`src/sv/uhq_pkg.sv`:
```
// Shared types and constants for the uniform hysteresis quantizer.
// Used by uhq_serial_div, uhq_serial_mul and uniform_hysteresis_quantizer.
`timescale 1ns / 1ps
`default_nettype none

package uhq_pkg;

    localparam int SAMPLE_BITS = 10;
    localparam int S_TDATA_W   = ((SAMPLE_BITS + 7) / 8) * 8;

    localparam int MIN_W      = 10;
    localparam int MAX_W      = 11;
    localparam int SPAN_W     = 10;
    localparam int LEVEL_W    = 8;
    localparam int HYST_W     = 8;
    localparam int CMP_W      = (SAMPLE_BITS > MAX_W) ? SAMPLE_BITS : MAX_W;
    localparam int OFF_W      = MAX_W;
    localparam int M_TDATA_W  = 8;

    localparam int DIV_W      = OFF_W;
    localparam int DIVISOR_W  = LEVEL_W;
    localparam int DIV_CNT_W  = $clog2(DIV_W);
    localparam int MUL_W      = LEVEL_W;
    localparam int MUL_CNT_W  = $clog2(MUL_W);
    localparam int PROD_W     = 2 * MUL_W;
    localparam int MARGIN_W   = PROD_W + 1;

    localparam int CFG_INDEX_W = 3;
    localparam int CFG_DATA_W  = MAX_W;

    localparam logic [MIN_W-1:0]   POT_MIN_RST    = MIN_W'(0);
    localparam logic [MAX_W-1:0]   POT_MAX_RST    = MAX_W'(1024);
    localparam logic [SPAN_W-1:0]  POT_SPAN_RST   = SPAN_W'(1023);
    localparam logic [LEVEL_W-1:0] NUM_LEVELS_RST = LEVEL_W'(8);
    localparam logic [HYST_W-1:0]  HYST_RST       = HYST_W'(0);
    localparam logic [LEVEL_W-1:0] LEVEL_MAX      = '1;

    typedef enum logic [CFG_INDEX_W-1:0] {
        REG_POT_MIN    = 3'd0,
        REG_POT_MAX    = 3'd1,
        REG_POT_SPAN   = 3'd2,
        REG_NUM_LEVELS = 3'd3,
        REG_HYSTERESIS = 3'd4
    } cfg_reg_t;

    typedef enum logic [2:0] {
        ST_IDLE,
        ST_STEP_DIV,
        ST_LAUNCH,
        ST_CAND_DIV,
        ST_DECIDE
    } uhq_state_t;

    typedef struct packed {
        logic busy;
        logic done;
    } div_stat_t;

endpackage

`default_nettype wire

```
`src/sv/uniform_hysteresis_quantizer.sv`:
```
// Top level of the uniform hysteresis quantizer: registers, sequencer and decision.
// Depends on uhq_pkg, uhq_serial_div and uhq_serial_mul.
//
//   channel   dir  handshake             payload
//   s_        in   s_tvalid / s_tready   s_tdata: sample
//   m_        out  m_tvalid / m_tready   m_tdata: level, m_tuser: changed
//   cfg_      in   cfg_valid / cfg_ready cfg_index, cfg_data
//
// Each sample takes two passes of the bit-serial divider (step size, then candidate
// level); the product for the boundaries runs beside the second pass. A new sample
// is accepted only in idle, once the previous result is loaded for output.
// Reset is synchronous, active low; clears the held level, resets config registers.
// A stalled result waits in the output register; one further sample is worked
// on meanwhile and then held until the output frees up.
`timescale 1ns / 1ps
`default_nettype none

module uniform_hysteresis_quantizer (
    input  wire logic                            aclk,
    input  wire logic                            aresetn,
    // s_tdata: [SAMPLE_BITS-1:0] sample
    input  wire logic                            s_tvalid,
    output logic                                 s_tready,
    input  wire logic [uhq_pkg::S_TDATA_W-1:0]   s_tdata,
    // m_tdata: [7:0] level
    output logic                                 m_tvalid,
    input  wire logic                            m_tready,
    output logic [uhq_pkg::M_TDATA_W-1:0]        m_tdata,
    // m_tuser: [0] changed
    output logic                                 m_tuser,
    input  wire logic                            cfg_valid,
    output logic                                 cfg_ready,
    input  wire logic [uhq_pkg::CFG_INDEX_W-1:0] cfg_index,
    input  wire logic [uhq_pkg::CFG_DATA_W-1:0]  cfg_data
);
    import uhq_pkg::*;

    logic [MIN_W-1:0]   pot_min_reg;
    logic [MAX_W-1:0]   pot_max_reg;
    logic [SPAN_W-1:0]  pot_span_reg;
    logic [LEVEL_W-1:0] num_levels_reg;
    logic [HYST_W-1:0]  hyst_reg;

    uhq_state_t state_reg, state_next;

    logic [SAMPLE_BITS-1:0] sample_reg;
    logic [OFF_W-1:0]       off_reg;
    logic [LEVEL_W-1:0]     step_reg;
    logic [LEVEL_W-1:0]     cand_reg;
    logic [LEVEL_W-1:0]     held_reg;
    logic                   m_tvalid_reg;
    logic [LEVEL_W-1:0]     m_level_reg;
    logic                   m_changed_reg;

    logic                 div_start;
    logic [DIV_W-1:0]     div_dividend;
    logic [DIVISOR_W-1:0] div_divisor;
    div_stat_t            div_stat;
    logic [DIV_W-1:0]     div_quotient;
    logic                 mul_start;
    logic                 mul_busy;
    logic [PROD_W-1:0]    mul_product;

    logic                 s_accept;
    logic                 out_load;
    logic [CMP_W-1:0]     x_val, min_val, max_val, x_clamp;
    logic [OFF_W-1:0]     off_val;
    logic [LEVEL_W-1:0]   step_val;
    logic [LEVEL_W-1:0]   cand_val;
    logic [MARGIN_W-1:0]  upper_bound;
    logic [MARGIN_W-1:0]  lower_reach;
    logic                 move_up, move_down, move;

    assign s_accept  = s_tvalid && s_tready;
    assign cfg_ready = 1'b1;

    // configuration registers
    always_ff @(posedge aclk) begin
        if (!aresetn) begin
            pot_min_reg    <= POT_MIN_RST;
            pot_max_reg    <= POT_MAX_RST;
            pot_span_reg   <= POT_SPAN_RST;
            num_levels_reg <= NUM_LEVELS_RST;
            hyst_reg       <= HYST_RST;
        end else if (cfg_valid && cfg_ready) begin
            case (cfg_reg_t'(cfg_index))
                REG_POT_MIN:    pot_min_reg    <= cfg_data[MIN_W-1:0];
                REG_POT_MAX:    pot_max_reg    <= cfg_data[MAX_W-1:0];
                REG_POT_SPAN:   pot_span_reg   <= cfg_data[SPAN_W-1:0];
                REG_NUM_LEVELS: num_levels_reg <= cfg_data[LEVEL_W-1:0];
                REG_HYSTERESIS: hyst_reg       <= cfg_data[HYST_W-1:0];
                default: ;
            endcase
        end
    end

    // clamp and offset
    always_comb begin
        x_val   = CMP_W'(sample_reg);
        min_val = CMP_W'(pot_min_reg);
        max_val = CMP_W'(pot_max_reg);
        if (x_val < min_val) begin
            x_clamp = min_val;
        end else if (x_val >= max_val) begin
            x_clamp = (pot_max_reg == '0) ? '0 : max_val - 1'b1;
        end else begin
            x_clamp = x_val;
        end
        off_val = (x_clamp >= min_val) ? OFF_W'(x_clamp - min_val) : '0;
    end

    // saturate step and candidate
    always_comb begin
        step_val = (div_quotient >= DIV_W'(LEVEL_MAX)) ? LEVEL_MAX
                                                       : LEVEL_W'(div_quotient + 1'b1);
        cand_val = (div_quotient > DIV_W'(LEVEL_MAX)) ? LEVEL_MAX
                                                      : LEVEL_W'(div_quotient);
    end

    // hysteresis decision
    always_comb begin
        upper_bound = MARGIN_W'(mul_product) + MARGIN_W'(step_reg) + MARGIN_W'(hyst_reg);
        lower_reach = MARGIN_W'(off_reg) + MARGIN_W'(hyst_reg);
        move_up     = (cand_reg > held_reg) && (MARGIN_W'(off_reg) > upper_bound);
        move_down   = (cand_reg < held_reg) && (MARGIN_W'(mul_product) > lower_reach);
        move        = move_up || move_down;
    end

    always_ff @(posedge aclk) begin
        if (!aresetn) begin
            state_reg <= ST_IDLE;
        end else begin
            state_reg <= state_next;
        end
    end

    always_comb begin
        state_next   = state_reg;
        s_tready     = 1'b0;
        div_start    = 1'b0;
        div_dividend = DIV_W'(pot_span_reg);
        div_divisor  = num_levels_reg;
        mul_start    = 1'b0;
        out_load     = 1'b0;
        case (state_reg)
            ST_IDLE: begin
                s_tready = 1'b1;
                if (s_tvalid) begin
                    div_start  = 1'b1;
                    state_next = ST_STEP_DIV;
                end
            end
            ST_STEP_DIV: begin
                if (div_stat.done) begin
                    state_next = ST_LAUNCH;
                end
            end
            ST_LAUNCH: begin
                div_start    = 1'b1;
                div_dividend = off_reg;
                div_divisor  = step_reg;
                mul_start    = 1'b1;
                state_next   = ST_CAND_DIV;
            end
            ST_CAND_DIV: begin
                if (div_stat.done && !mul_busy) begin
                    state_next = ST_DECIDE;
                end
            end
            ST_DECIDE: begin
                if (!m_tvalid_reg || m_tready) begin
                    out_load   = 1'b1;
                    state_next = ST_IDLE;
                end
            end
            default: begin
                state_next = ST_IDLE;
            end
        endcase
    end

    always_ff @(posedge aclk) begin
        if (s_accept) begin
            sample_reg <= s_tdata[SAMPLE_BITS-1:0];
        end
        if (state_reg == ST_STEP_DIV && div_stat.done) begin
            step_reg <= step_val;
            off_reg  <= off_val;
        end
        if (state_reg == ST_CAND_DIV && div_stat.done) begin
            cand_reg <= cand_val;
        end
        if (out_load) begin
            m_level_reg   <= move ? cand_reg : held_reg;
            m_changed_reg <= move;
        end
    end

    always_ff @(posedge aclk) begin
        if (!aresetn) begin
            held_reg     <= '0;
            m_tvalid_reg <= 1'b0;
        end else begin
            if (out_load) begin
                m_tvalid_reg <= 1'b1;
                if (move) begin
                    held_reg <= cand_reg;
                end
            end else if (m_tready) begin
                m_tvalid_reg <= 1'b0;
            end
        end
    end

    uhq_serial_div u_div (
        .aclk     (aclk),
        .aresetn  (aresetn),
        .start    (div_start),
        .dividend (div_dividend),
        .divisor  (div_divisor),
        .stat     (div_stat),
        .quotient (div_quotient)
    );

    uhq_serial_mul u_mul (
        .aclk    (aclk),
        .aresetn (aresetn),
        .start   (mul_start),
        .mcand   (step_reg),
        .mplier  (held_reg),
        .busy    (mul_busy),
        .product (mul_product)
    );

    assign m_tvalid = m_tvalid_reg;
    assign m_tdata  = M_TDATA_W'(m_level_reg);
    assign m_tuser  = m_changed_reg;

endmodule

`default_nettype wire

```
`src/sv/uhq_serial_div.sv`:
```
// Restoring divider, one quotient bit per cycle.
// Depends on uhq_pkg.
`timescale 1ns / 1ps
`default_nettype none

module uhq_serial_div (
    input  wire logic                          aclk,
    input  wire logic                          aresetn,
    input  wire logic                          start,
    input  wire logic [uhq_pkg::DIV_W-1:0]     dividend,
    input  wire logic [uhq_pkg::DIVISOR_W-1:0] divisor,
    output uhq_pkg::div_stat_t                 stat,
    output logic [uhq_pkg::DIV_W-1:0]          quotient
);
    import uhq_pkg::*;

    logic [DIVISOR_W-1:0] div_reg;
    logic [DIVISOR_W-1:0] rem_reg, rem_next;
    logic [DIV_W-1:0]     quo_reg, quo_next;
    logic [DIV_CNT_W-1:0] cnt_reg;
    logic                 busy_reg;
    logic                 done_reg;
    logic [DIVISOR_W:0]   trial;
    logic                 fits;

    always_comb begin
        trial    = {rem_reg, quo_reg[DIV_W-1]};
        fits     = trial >= {1'b0, div_reg};
        rem_next = fits ? DIVISOR_W'(trial - {1'b0, div_reg}) : trial[DIVISOR_W-1:0];
        quo_next = {quo_reg[DIV_W-2:0], fits};
    end

    always_ff @(posedge aclk) begin
        if (!aresetn) begin
            busy_reg <= 1'b0;
            done_reg <= 1'b0;
            cnt_reg  <= '0;
        end else begin
            done_reg <= 1'b0;
            if (start) begin
                busy_reg <= 1'b1;
                cnt_reg  <= DIV_CNT_W'(DIV_W - 1);
            end else if (busy_reg) begin
                cnt_reg <= cnt_reg - 1'b1;
                if (cnt_reg == '0) begin
                    busy_reg <= 1'b0;
                    done_reg <= 1'b1;
                end
            end
        end
    end

    always_ff @(posedge aclk) begin
        if (start) begin
            div_reg <= divisor;
            rem_reg <= '0;
            quo_reg <= dividend;
        end else if (busy_reg) begin
            rem_reg <= rem_next;
            quo_reg <= quo_next;
        end
    end

    assign stat.busy = busy_reg;
    assign stat.done = done_reg;
    assign quotient  = quo_reg;

endmodule

`default_nettype wire

```
`src/sv/uhq_serial_mul.sv`:
```
// Shift-and-add multiplier, one multiplier bit per cycle.
// Depends on uhq_pkg.
`timescale 1ns / 1ps
`default_nettype none

module uhq_serial_mul (
    input  wire logic                      aclk,
    input  wire logic                      aresetn,
    input  wire logic                      start,
    input  wire logic [uhq_pkg::MUL_W-1:0] mcand,
    input  wire logic [uhq_pkg::MUL_W-1:0] mplier,
    output logic                           busy,
    output logic [uhq_pkg::PROD_W-1:0]     product
);
    import uhq_pkg::*;

    logic [PROD_W-1:0]    acc_reg;
    logic [PROD_W-1:0]    shift_reg;
    logic [MUL_W-1:0]     bits_reg;
    logic [MUL_CNT_W-1:0] cnt_reg;
    logic                 busy_reg;

    always_ff @(posedge aclk) begin
        if (!aresetn) begin
            busy_reg <= 1'b0;
            cnt_reg  <= '0;
        end else begin
            if (start) begin
                busy_reg <= 1'b1;
                cnt_reg  <= MUL_CNT_W'(MUL_W - 1);
            end else if (busy_reg) begin
                cnt_reg <= cnt_reg - 1'b1;
                if (cnt_reg == '0) begin
                    busy_reg <= 1'b0;
                end
            end
        end
    end

    always_ff @(posedge aclk) begin
        if (start) begin
            acc_reg   <= '0;
            shift_reg <= PROD_W'(mcand);
            bits_reg  <= mplier;
        end else if (busy_reg) begin
            if (bits_reg[0]) begin
                acc_reg <= acc_reg + shift_reg;
            end
            shift_reg <= {shift_reg[PROD_W-2:0], 1'b0};
            bits_reg  <= {1'b0, bits_reg[MUL_W-1:1]};
        end
    end

    assign busy    = busy_reg;
    assign product = acc_reg;

endmodule

`default_nettype wire

```
`config.mk`:
```
export PLATFORM = sky130hd
export DESIGN_NAME = uniform_hysteresis_quantizer
export DESIGN_NICKNAME = d
export VERILOG_FILES = /design/src/sv/uhq_pkg.sv /design/src/sv/uniform_hysteresis_quantizer.sv /design/src/sv/uhq_serial_div.sv /design/src/sv/uhq_serial_mul.sv
export SDC_FILE = /design/constraint.sdc
export NUM_CORES = 1
export LEC_CHECK = 0
export ABC_AREA = 1
export BUFFER_PORTS_ARGS = -buffer_cell sky130_fd_sc_hd__buf_4
export CORE_MARGIN = 2
export CORE_UTILIZATION = 55
export CTS_BUF_LIST = sky130_fd_sc_hd__clkbuf_2 sky130_fd_sc_hd__clkbuf_4 sky130_fd_sc_hd__clkbuf_8
export CTS_CLUSTER_DIAMETER = 40
export DETAILED_ROUTE_END_ITERATION = 16
export PLACE_DENSITY = 0.72
export SLEW_MARGIN = 10
export SYNTH_ARGS = -nofsm -noshare
export SYNTH_HDL_FRONTEND = slang
export SYNTH_SLANG_ARGS = --single-unit
```
`constraint.sdc`:
```
create_clock -name aclk -period 3.96 [get_ports aclk]
set_clock_uncertainty 0.15 [all_clocks]
set_input_delay 0.594 -clock aclk [delete_from_list [all_inputs] [get_ports aclk]]
set_output_delay 0.594 -clock aclk [all_outputs]
set_load 0.005 [all_outputs]
```
==> flow_summary.toml, run 1 <==
[run_status]
outcome = "complete, no violations"

[setup_path]
worstPathArrival_ps = 3940
crit_chain = "fa_1, ha_4, nand2_1, nor2_1, nand2_1, a31oi_1, nor2_1, nor2_1, nor2_1, xor2_1, ha_1, nand2_1, nor2_1, nand3_1, nand3_1, a21oi_4, buf_4, nand4_2, nand3_1, nand2_1"
slowest_delay_ps = 530
cpMaxStageDelayCell = "fa_1"
reg2reg_to = "m_tdata[0]$_DFFE_PP_"
startpoint_type = "flop"
crit_path_frequent_cell = "nor2_1"
r2r-start = "step_reg[3]$_SDFFCE_PP1P_"
worstSetupPathDepth = 20
required_ps = 4060
crit_buf_inv = 1
crit_start = "step_reg[3]$_SDFFCE_PP1P_"
critPathKind = "reg -> reg"
cpLargestDelayFamily = "simple AND/OR/NAND/NOR gates"
rrSetupSlack_ps = 130
crit_path_max_fanout = 6
endpoint = "m_tdata[0]$_DFFE_PP_"
r2r_cells = 20
endpoint_kind = "flop"

[timing]
worst_slew_pin_slew_ps = 997
fin_setup_tns_ps = 0
relSlewSlack_pct = 33.3
fmax_mhz = 261
fin_crit_ps = 3830
slew_violations = 0
setup_viol = 0
period_share_pct = 96.8
hold_viol = 0
setup_slack_ps = 128

[floorplanning]
num_rows = 52
die_h_microns = 148
core_sq_mm = 0.0203
die_w_microns = 148
io_pins = 47
start_util_pct = 56.1
die_area_sq_mm = 0.0219

[logic_synthesis]
synth-seq-area-share_pct = 39.1
yosysWarnings = 0
synth_area_leaders = "edfxtp_1 (21%), dfxtp_1 (18%), ha_1 (12%)"
post-synth-top-area-fraction_pct = 21.4
synth-edff-count = 81
synth_ff_type = "dfxtp_1"
yosysTopAreaCell = "edfxtp_1"
syn-cell-area_sq_mm = 0.0114
synthArstFlopShare_pct = 0
synth_most_common_cell = "nand2_1"
synthCells = 1418
synth.distinct_cells = 58
syn_nets = 1571
syn_avg_cell_area_sq_um = 8.03
synth_commonest_cells = "nand2_1 (274), inv_1 (199), a21oi_1 (120), o21ai_0 (108), ha_1 (105)"
ys_ff_latch = 182

[min_path]
hold_class = "in -> reg"
worstHoldStart = "s_tdata[9]"

[final_layout]
fin_cells = 1758
fin_nets = 1628
diodes = 0
utilization_pct = 62.2
area_growth_pct = 10.9
drive_above_1_share_pct = 11.8

[clocking]
cts_sinks = 182
cts_root_buffer = "clkbuf_8"
clk-insertion-delay-late_ps = 480
clk_pin_slew_ps = 120
clock_tree.buffer_depth = 2
h-tree-depth = 4
cts_buffers = 17
cts_tree = "built"

[routing]
drt-initial-drc-count = 572
drt-met1-wl_microns = 12400
drcViolationCount = 0
wl_met2_microns = 12500
ant_nets = 0
wl_met3_microns = 1960
via_per_inst = 5.52
wl_per_cell_microns = 15.6
routed.top_layer = "met4"
dr_total_vias = 9707
drtPass1Iterations = 5
wl_microns = 27500

[global_route]
overflow = 0
grt_pass1_vias = 8918
grt_max_degree = 60
track_usage_pct = 25.4
antenna_found_initial = 0
grt_first_pass_wirelength_microns = 44000

[place]
hpwl_microns = 20800
gp_congestion = 0.976
pre_cts_slack_ps = 146
placedCellCount = 1713
io_buffer_count = 39

[power_and_ir_drop]
pwr-share-comb_pct = 48.6
p_leak_uw = 0.00570
irDropWorstVdd_mv = 0.296
total_power_uw = 7880
seq_power_share_pct = 35.4
power.density_mw_per_mm2 = 624
clkPwrFrac_pct = 16.0
switching_share_pct = 44.2
p_sw_uw = 3490
internal-power_uw = 4390

[job]
cap_violations = 0
==> layer usage <==
layer | global-route usage [%] | up-vias
met2 | 41.2 | 306
met1 | 35.1 | 4487
met3 | 4.32 | 43
met4 | 7.62 | 0
met5 | 0 | -
li1 | - | 4871
==> through the flow <==
| step | hold slack [ps] | instance area, sq um |
|---|---|---|
| after CTS | 90.8 | 12400 |
| after global placement | 284 | 12000 |
| after floorplan | 274 | 11400 |
| final | 127 | 12600 |
| after detailed placement | 292 | 12000 |
| after global routing | 93.4 | 12600 |
==> power groups by stage <==
stage	clock network (uW)	registers [uW]	logic [uW]
2_1_floorplan	0	2730	2810
3_3_place_gp	0	2820	3530
3_5_place_dp	0	2830	3620
4_1_cts	1280	2790	3640
5_1_grt	1350	2840	4340
6_report	1260	2790	3820
==> cell families after synthesis <==
logic type	count (synthesis)	synth area share [%]
multiplexers	1	0.0879
AND/OR/NAND/NOR	517	20.2
AO/OA/AOI/OAI	310	15.2
buffers and inverters	246	8.26
adder cells (fa/ha/maj)	118	13.8
other	1	0.0329
XOR/XNOR	43	3.31
flip-flops	182	39.1
==> what timing repair did <==
action	in CTS	in global routing
gates resized for setup	0	25
buffers inserted	0	11
setup endpoints to repair	0	27
hold buffers	0	0
==> how the worst min path moves through the flow <==
stage | endpoint | depth (start not counted) | slack, ps
3_5_place_dp | num_levels_reg[6]$_SDFFE_PN0P_ | 2 | 290
2_1_floorplan | pot_span_reg[0]$_SDFFE_PN1P_ | 2 | 270
3_3_place_gp | num_levels_reg[4]$_SDFFE_PN0P_ | 2 | 280
4_1_cts | sample_reg[1]$_DFFE_PP_ | 1 | 90
6_report | sample_reg[9]$_DFFE_PP_ | 1 | 130
5_1_grt | sample_reg[9]$_DFFE_PP_ | 1 | 90
==> cell usage in the layout, fill, tap and decap left out, types with 12 or more instances in the layout <==
cell / n
o211ai_1: 15
clkbuf_8: 17
xor2_1: 32
nand2_1: 273
edfxtp_1: 81
inv_2: 13
o21ai_1: 12
inv_1: 198
ha_1: 101
dfxtp_1: 98
nand2_2: 15
buf_4: 66
nor3_1: 15
a21oi_1: 114
nand3_1: 75
nor2_1: 97
o21ai_0: 108
==> layout make-up <==
type / instances / area (sq um)
Sequential cell: 182 / 4460
Multi-Input combinational cell: 992 / 6140
Clock buffer: 17 / 234
Inverter: 215 / 807
Clock inverter: 15 / 155
Fill cell: 1816 / 7670
Tap cell: 270 / 338
Timing Repair Buffer: 67 / 500
(Power assumes the default switching activity.)
==> run 2, diff against run 1 <==
--- a/config.mk
+++ b/config.mk
@@ -5,14 +5,13 @@
 export SDC_FILE = /design/constraint.sdc
 export NUM_CORES = 1
 export LEC_CHECK = 0
-export ABC_AREA = 1
 export BUFFER_PORTS_ARGS = -buffer_cell sky130_fd_sc_hd__buf_4
 export CORE_MARGIN = 2
 export CORE_UTILIZATION = 55
 export CTS_BUF_LIST = sky130_fd_sc_hd__clkbuf_2 sky130_fd_sc_hd__clkbuf_4 sky130_fd_sc_hd__clkbuf_8
 export CTS_CLUSTER_DIAMETER = 40
 export DETAILED_ROUTE_END_ITERATION = 16
-export PLACE_DENSITY = 0.72
+export PLACE_DENSITY_LB_ADDON = 0.3
 export SLEW_MARGIN = 10
 export SYNTH_ARGS = -nofsm -noshare
 export SYNTH_HDL_FRONTEND = slang
==> run 2 against run 1 <==
The run now ends with negative setup slack left. Combinational power shrank 70%. Critical path depth shrank 2. Sequential power shrank 23%. Global-route usage grew 1.2 points. Worst setup slack lost 470 ps. Final area grew 5.3%. Count of clock-buffer cells in the layout grew 1. Die area shrank 2.1%. First-iteration DRC count grew 21%. Sequential share of layout area shrank 1.8 points. Clock power grew 3%.
==> flow_summary.toml, run 2 <==
[run_status]
outcome = "finished with violations"
violations = "negative setup slack"

[final_layout]
fin_area_sq_mm = 0.0133
final_cell_mix = "nand2_1 (230), buf_4 (154), ha_1 (101), dfxtp_1 (99), edfxtp_1 (81)"
fill_cells = 1597
fin_cells = 1653
drive_above_1_share_pct = 20.5
diodes = 0
area_growth_pct = 19.3
final_common_cell = "nand2_1"
fin_nets = 1523

[routing]
via_per_inst = 5.74
drcViolationCount = 0
wl_microns = 28700
ant_nets = 0
wl_per_cell_microns = 17.4
dr_total_vias = 9494
drtPass1Iterations = 5
drt-initial-drc-count = 691

[min_path]
worstHoldStart = "s_tdata[2]"
hold_class = "in -> reg"
holdPathStages = 1

[logic_synthesis]
post-synth-top-area-fraction_pct = 21.8
syn-cell-area_sq_mm = 0.0111
syn_nets = 1382
synth_commonest_cells = "nand2_1 (232), ha_1 (105), dfxtp_1 (101), edfxtp_1 (81), inv_1 (77)"
syn_avg_cell_area_sq_um = 9.07
yosysWarnings = 0
synth-edff-count = 81
synth_ff_type = "dfxtp_1"
yosysTopAreaCell = "edfxtp_1"
synth_area_leaders = "edfxtp_1 (22%), dfxtp_1 (18%), ha_1 (12%)"
synth-seq-area-share_pct = 40.0
synth_most_common_cell = "nand2_1"
ys_ff_latch = 182
synthArstFlopShare_pct = 0
synth.distinct_cells = 76
synthCells = 1229

[clocking]
clk_pin_slew_ps = 110
cts_root_buffer = "clkbuf_8"
cts_buffers = 17
cts_tree = "built"
cts_sinks = 182
cts_hold_buf = 0
clock_tree.buffer_depth = 2
clk-insertion-delay-late_ps = 490
h-tree-depth = 4

[timing]
period_share_pct = 109
fin_crit_ps = 4300
grt_setup_unrepaired = "true"
worst_slew_pin_slew_ps = 993
relSlewSlack_pct = 33.1
setup_viol = 27
whs_ps = 125
fmax_mhz = 233
slew_violations = 0
setup_slack_ps = -338
hold_viol = 0

[floorplanning]
die_h_microns = 146
io_pins = 47
die_w_microns = 146
die_area_sq_mm = 0.0214
core_sq_mm = 0.0200
start_util_pct = 55.6
num_rows = 52

[job]
cap_violations = 0

[setup_path]
r2r_cells = 18
crit_path_max_fanout = 5
startpoint_type = "flop"
endpoint_kind = "flop"
crit_start = "hyst_reg[1]$_SDFFE_PN0P_"
worstPathArrival_ps = 4390
required_ps = 4050
r2r-start = "hyst_reg[1]$_SDFFE_PN0P_"
rrSetupSlack_ps = -340
critPathKind = "reg -> reg"

[place]
gp_congestion = 0.923
io_buffer_count = 39
placedCellCount = 1595
post_dp_cell_area_sq_mm = 0.0124
hpwl_microns = 20800

[global_route]
track_usage_pct = 26.6
overflow = 0
antenna_found_initial = 0
grt_pass1_vias = 9134
grt_first_pass_wirelength_microns = 45500
grt_max_degree = 76

[power_and_ir_drop]
power.density_mw_per_mm2 = 345
p_leak_uw = 0.00558
irDropWorstVdd_mv = 0.237
-- run 2: cell count changes in the layout (fill, tap and decap cells not counted), sizes merged, moves of 49 or more --
| cell | delta |
|---|---|
| o21ai | -64 |
| a21oi | -49 |
| nand2 | -57 |
| nor2 | -50 |
| buf | +98 |
| inv | -137 |
-- run 2: stage by stage --
step / power [uW] / TNS, ps / setup slack [ps] / util, %
final: 4590 / -6520 / -338 / 66.4
after detailed placement: 3220 / -7980 / -362 / 62.0
after global routing: 4810 / -12100 / -542 / 66.4
after floorplan: 2890 / -186 / -60.0 / -
after global placement: 3180 / -4130 / -264 / 62.0
after CTS: 4550 / -5950 / -319 / 65.4
-- run 2: logic make-up after synthesis --
| family | share of synthesized area (%) |
|---|---|
| other | 0.0336 |
| DFF | 40.0 |
| xor gates and xnor gates | 3.69 |
| buffers and inverters | 4.13 |
| AOI/OAI and AO/OA | 16.1 |
| adders and majority gates | 14.1 |
| and+or+nand+nor | 19.1 |
| muxes | 2.87 |
-- run 2: layout make-up --
type	instances	area, sq um	share of cell area (%)
multi-input combinational	928	6540	49.1
clock buffer	18	241	1.82
clock inverter	14	163	1.22
timing repair buffer	164	1280	9.60
tap	270	338	2.54
inverter	77	289	2.17
sequential	182	4460	33.5
-- run 2: timing repair --
action                                  CTS  global route
gates cloned                              2             0
setup buffers                            18            11
pin swaps                                23            30
endpoints found under the setup margin   28            28
resized for setup                        39            37
-- run 2: critical path, stage by stage (launching register included) --
cell,delay [ps]
dfxtp_2,350
inv_2,40
fa_1,530
inv_1,50
ha_2,200
fa_2,360
a21oi_2,160
o211ai_1,140
o41a_1,380
xnor2_1,150
ha_1,300
nand2_2,80
nor3_2,50
nand4_1,90
o211ai_1,110
a21oi_2,200
nand3_2,160
o21ai_4,240
mux2_4,330
-- run 2: worst paths after layout --
kind,endpoint
hold / removal,sample_reg[2]$_DFFE_PP_
hold reg to reg,pot_min_reg[2]$_SDFFE_PN0P_
setup / recovery,m_tdata[3]$_DFFE_PP_
setup reg to reg,m_tdata[3]$_DFFE_PP_
-- run 2: where the power goes --
| group | total, uW | switching (uW) | internal, uW |
|---|---|---|---|
| clock | 1300 | 762 | 535 |
| sequential | 2140 | 79.8 | 2060 |
| combinational | 1160 | 606 | 549 |
| total | 4590 | 1450 | 3140 |
-- run 2: routing by layer --
| metal | vias to the layer above | routed length, microns | track usage (%) |
|---|---|---|---|
| li1 | 4623 | - | - |
| met1 | 4524 | 12200 | 34.0 |
| met2 | 272 | 14200 | 45.5 |
| met3 | 75 | 1440 | 4.25 |
| met4 | 0 | 985 | 10.6 |
| met5 | - | 0 | 0 |
==> run 3, diff against run 2 <==
--- a/config.mk
+++ b/config.mk
@@ -12,6 +12,7 @@
 export CTS_CLUSTER_DIAMETER = 40
 export DETAILED_ROUTE_END_ITERATION = 16
 export PLACE_DENSITY_LB_ADDON = 0.3
+export SKIP_LAST_GASP = 1
 export SLEW_MARGIN = 10
 export SYNTH_ARGS = -nofsm -noshare
 export SYNTH_HDL_FRONTEND = slang
==> run 3 against run 2 <==
Routed wire length unchanged. Final area is the same. Count of clock-buffer cells in the layout is the same. Flip-flop and latch count unchanged. Non-clock buffer count did not move. Critical path depth unchanged. Clock power is essentially flat. Sequential power barely moved. Maximum frequency did not move. Global-route usage did not move. The flow still finishes with violations (negative setup slack). Largest power group unchanged.
==> flow_summary.toml, run 3 (synthesis results as in run 2) <==
[run_status]
outcome = "finished with violations"
violations = "negative setup slack"

[place]
gp_congestion = 0.923
io_buffer_count = 39
placedCellCount = 1595
pre_cts_slack_ps = -362
hpwl_microns = 20800

[global_route]
grt_first_pass_wirelength_microns = 45500
track_usage_pct = 26.6
busiest_layer = "met2"
grt_max_degree = 76
antenna_found_initial = 0
met3_usage_pct = 4.25
met1_usage_pct = 34.0
overflow = 0
met2_usage_pct = 45.5
grt_pass1_vias = 9134

[min_path]
hold_class = "in -> reg"

[setup_path]
required_ps = 4050
critPathKind = "reg -> reg"
endpoint_kind = "flop"
startpoint_type = "flop"
worstPathArrival_ps = 4390
slowest_delay_ps = 530
crit_chain = "inv_2, fa_1, inv_1, ha_2, fa_2, a21oi_2, o211ai_1, o41a_1, xnor2_1, ha_1, nand2_2, nor3_2, nand4_1, o211ai_1, a21oi_2, nand3_2, o21ai_4, mux2_4"
crit_path_max_fanout = 5
rrSetupSlack_ps = -340
cpMaxStageDelayCell = "fa_1"

[floorplanning]
num_rows = 52
die_h_microns = 146
die_w_microns = 146
io_pins = 47
core_sq_mm = 0.0200
start_util_pct = 55.6
die_area_sq_mm = 0.0214

[power_and_ir_drop]
power.density_mw_per_mm2 = 345
irDropWorstVdd_mv = 0.237
p_leak_uw = 0.00558

[timing]
period_share_pct = 109
setup_slack_ps = -338
fin_crit_ps = 4300
grt_setup_unrepaired = "true"
hold_viol = 0
setup_viol = 27
whs_ps = 125
fmax_mhz = 233
relSlewSlack_pct = 33.1
slew_violations = 0
fin_setup_tns_ps = -6520
worst_slew_pin_slew_ps = 993

[final_layout]
final_common_cell = "nand2_1"
fin_nets = 1523
area_growth_pct = 19.3
drive_above_1_share_pct = 20.5
utilization_pct = 66.4
fin_cells = 1653
final_cell_mix = "nand2_1 (230), buf_4 (154), ha_1 (101), dfxtp_1 (99), edfxtp_1 (81)"
diodes = 0

[clocking]
cts_root_buffer = "clkbuf_8"
cts_buffers = 17
cts_sinks = 182
cts_tree = "built"
clk-insertion-delay-late_ps = 490
h-tree-depth = 4
clk_pin_slew_ps = 110
clock_tree.buffer_depth = 2

[routing]
drcViolationCount = 0
dr_total_vias = 9494
drt-initial-drc-count = 691
via_per_inst = 5.74
wl_per_cell_microns = 17.4
drtPass1Iterations = 5
wl_microns = 28700
ant_nets = 0

[job]
cap_violations = 0
[run 3: final timing paths]
check | startpoint | end | cells after the start
setup / recovery | hyst_reg[1]$_SDFFE_PN0P_ | m_tdata[3]$_DFFE_PP_ | 18
hold / removal | s_tdata[2] | sample_reg[2]$_DFFE_PP_ | 1
setup reg to reg | hyst_reg[1]$_SDFFE_PN0P_ | m_tdata[3]$_DFFE_PP_ | 18
hold reg to reg | pot_min_reg[2]$_SDFFE_PN0P_ | pot_min_reg[2]$_SDFFE_PN0P_ | 2
[run 3: layout make-up]
cell class / instances / area [sq um]
Tap cell: 270 / 338
Inverter: 77 / 289
Fill cell: 1597 / 6740
Clock inverter: 14 / 163
Clock buffer: 18 / 241
Multi-Input combinational cell: 928 / 6540
Timing Repair Buffer: 164 / 1280
Sequential cell: 182 / 4460
[run 3: power by group]
part	switching, uW	leakage (uW)	internal (uW)	total, uW
clock	762	0.000207	535	1300
sequential	79.8	0.00158	2060	2140
combinational	606	0.00379	549	1160
total	1450	0.00558	3140	4590
[run 3: worst max-delay path, delay by kind of cell (launching register included)]
family	cells	cell delay (ps)
adders and majority gates	4	1390
AOI/OAI and AO/OA	6	1230
and+or+nand+nor	4	380
DFF	1	350
muxes	1	330
xor gates and xnor gates	1	150
buffers and inverters	2	90
[run 3: through the flow]
stage          power [uW]  cell area, sq um
3_5_place_dp         3220             12400
3_3_place_gp         3180             12400
2_1_floorplan        2890             11200
4_1_cts              4550             13100
5_1_grt              4810             13300
6_report             4590             13300
[run 3: what timing repair did]
action	in CTS	in global routing
pin swaps	23	30
setup buffers	18	11
cloned	2	0
endpoints found under the setup margin	28	28
resized for setup	38	38
hold buffers	0	0
[run 3: per-layer routing]
layer	vias to the layer above	wire [microns]
li1	4623	-
met1	4524	12200
met2	272	14200
met3	75	1440
met4	0	985
met5	-	0
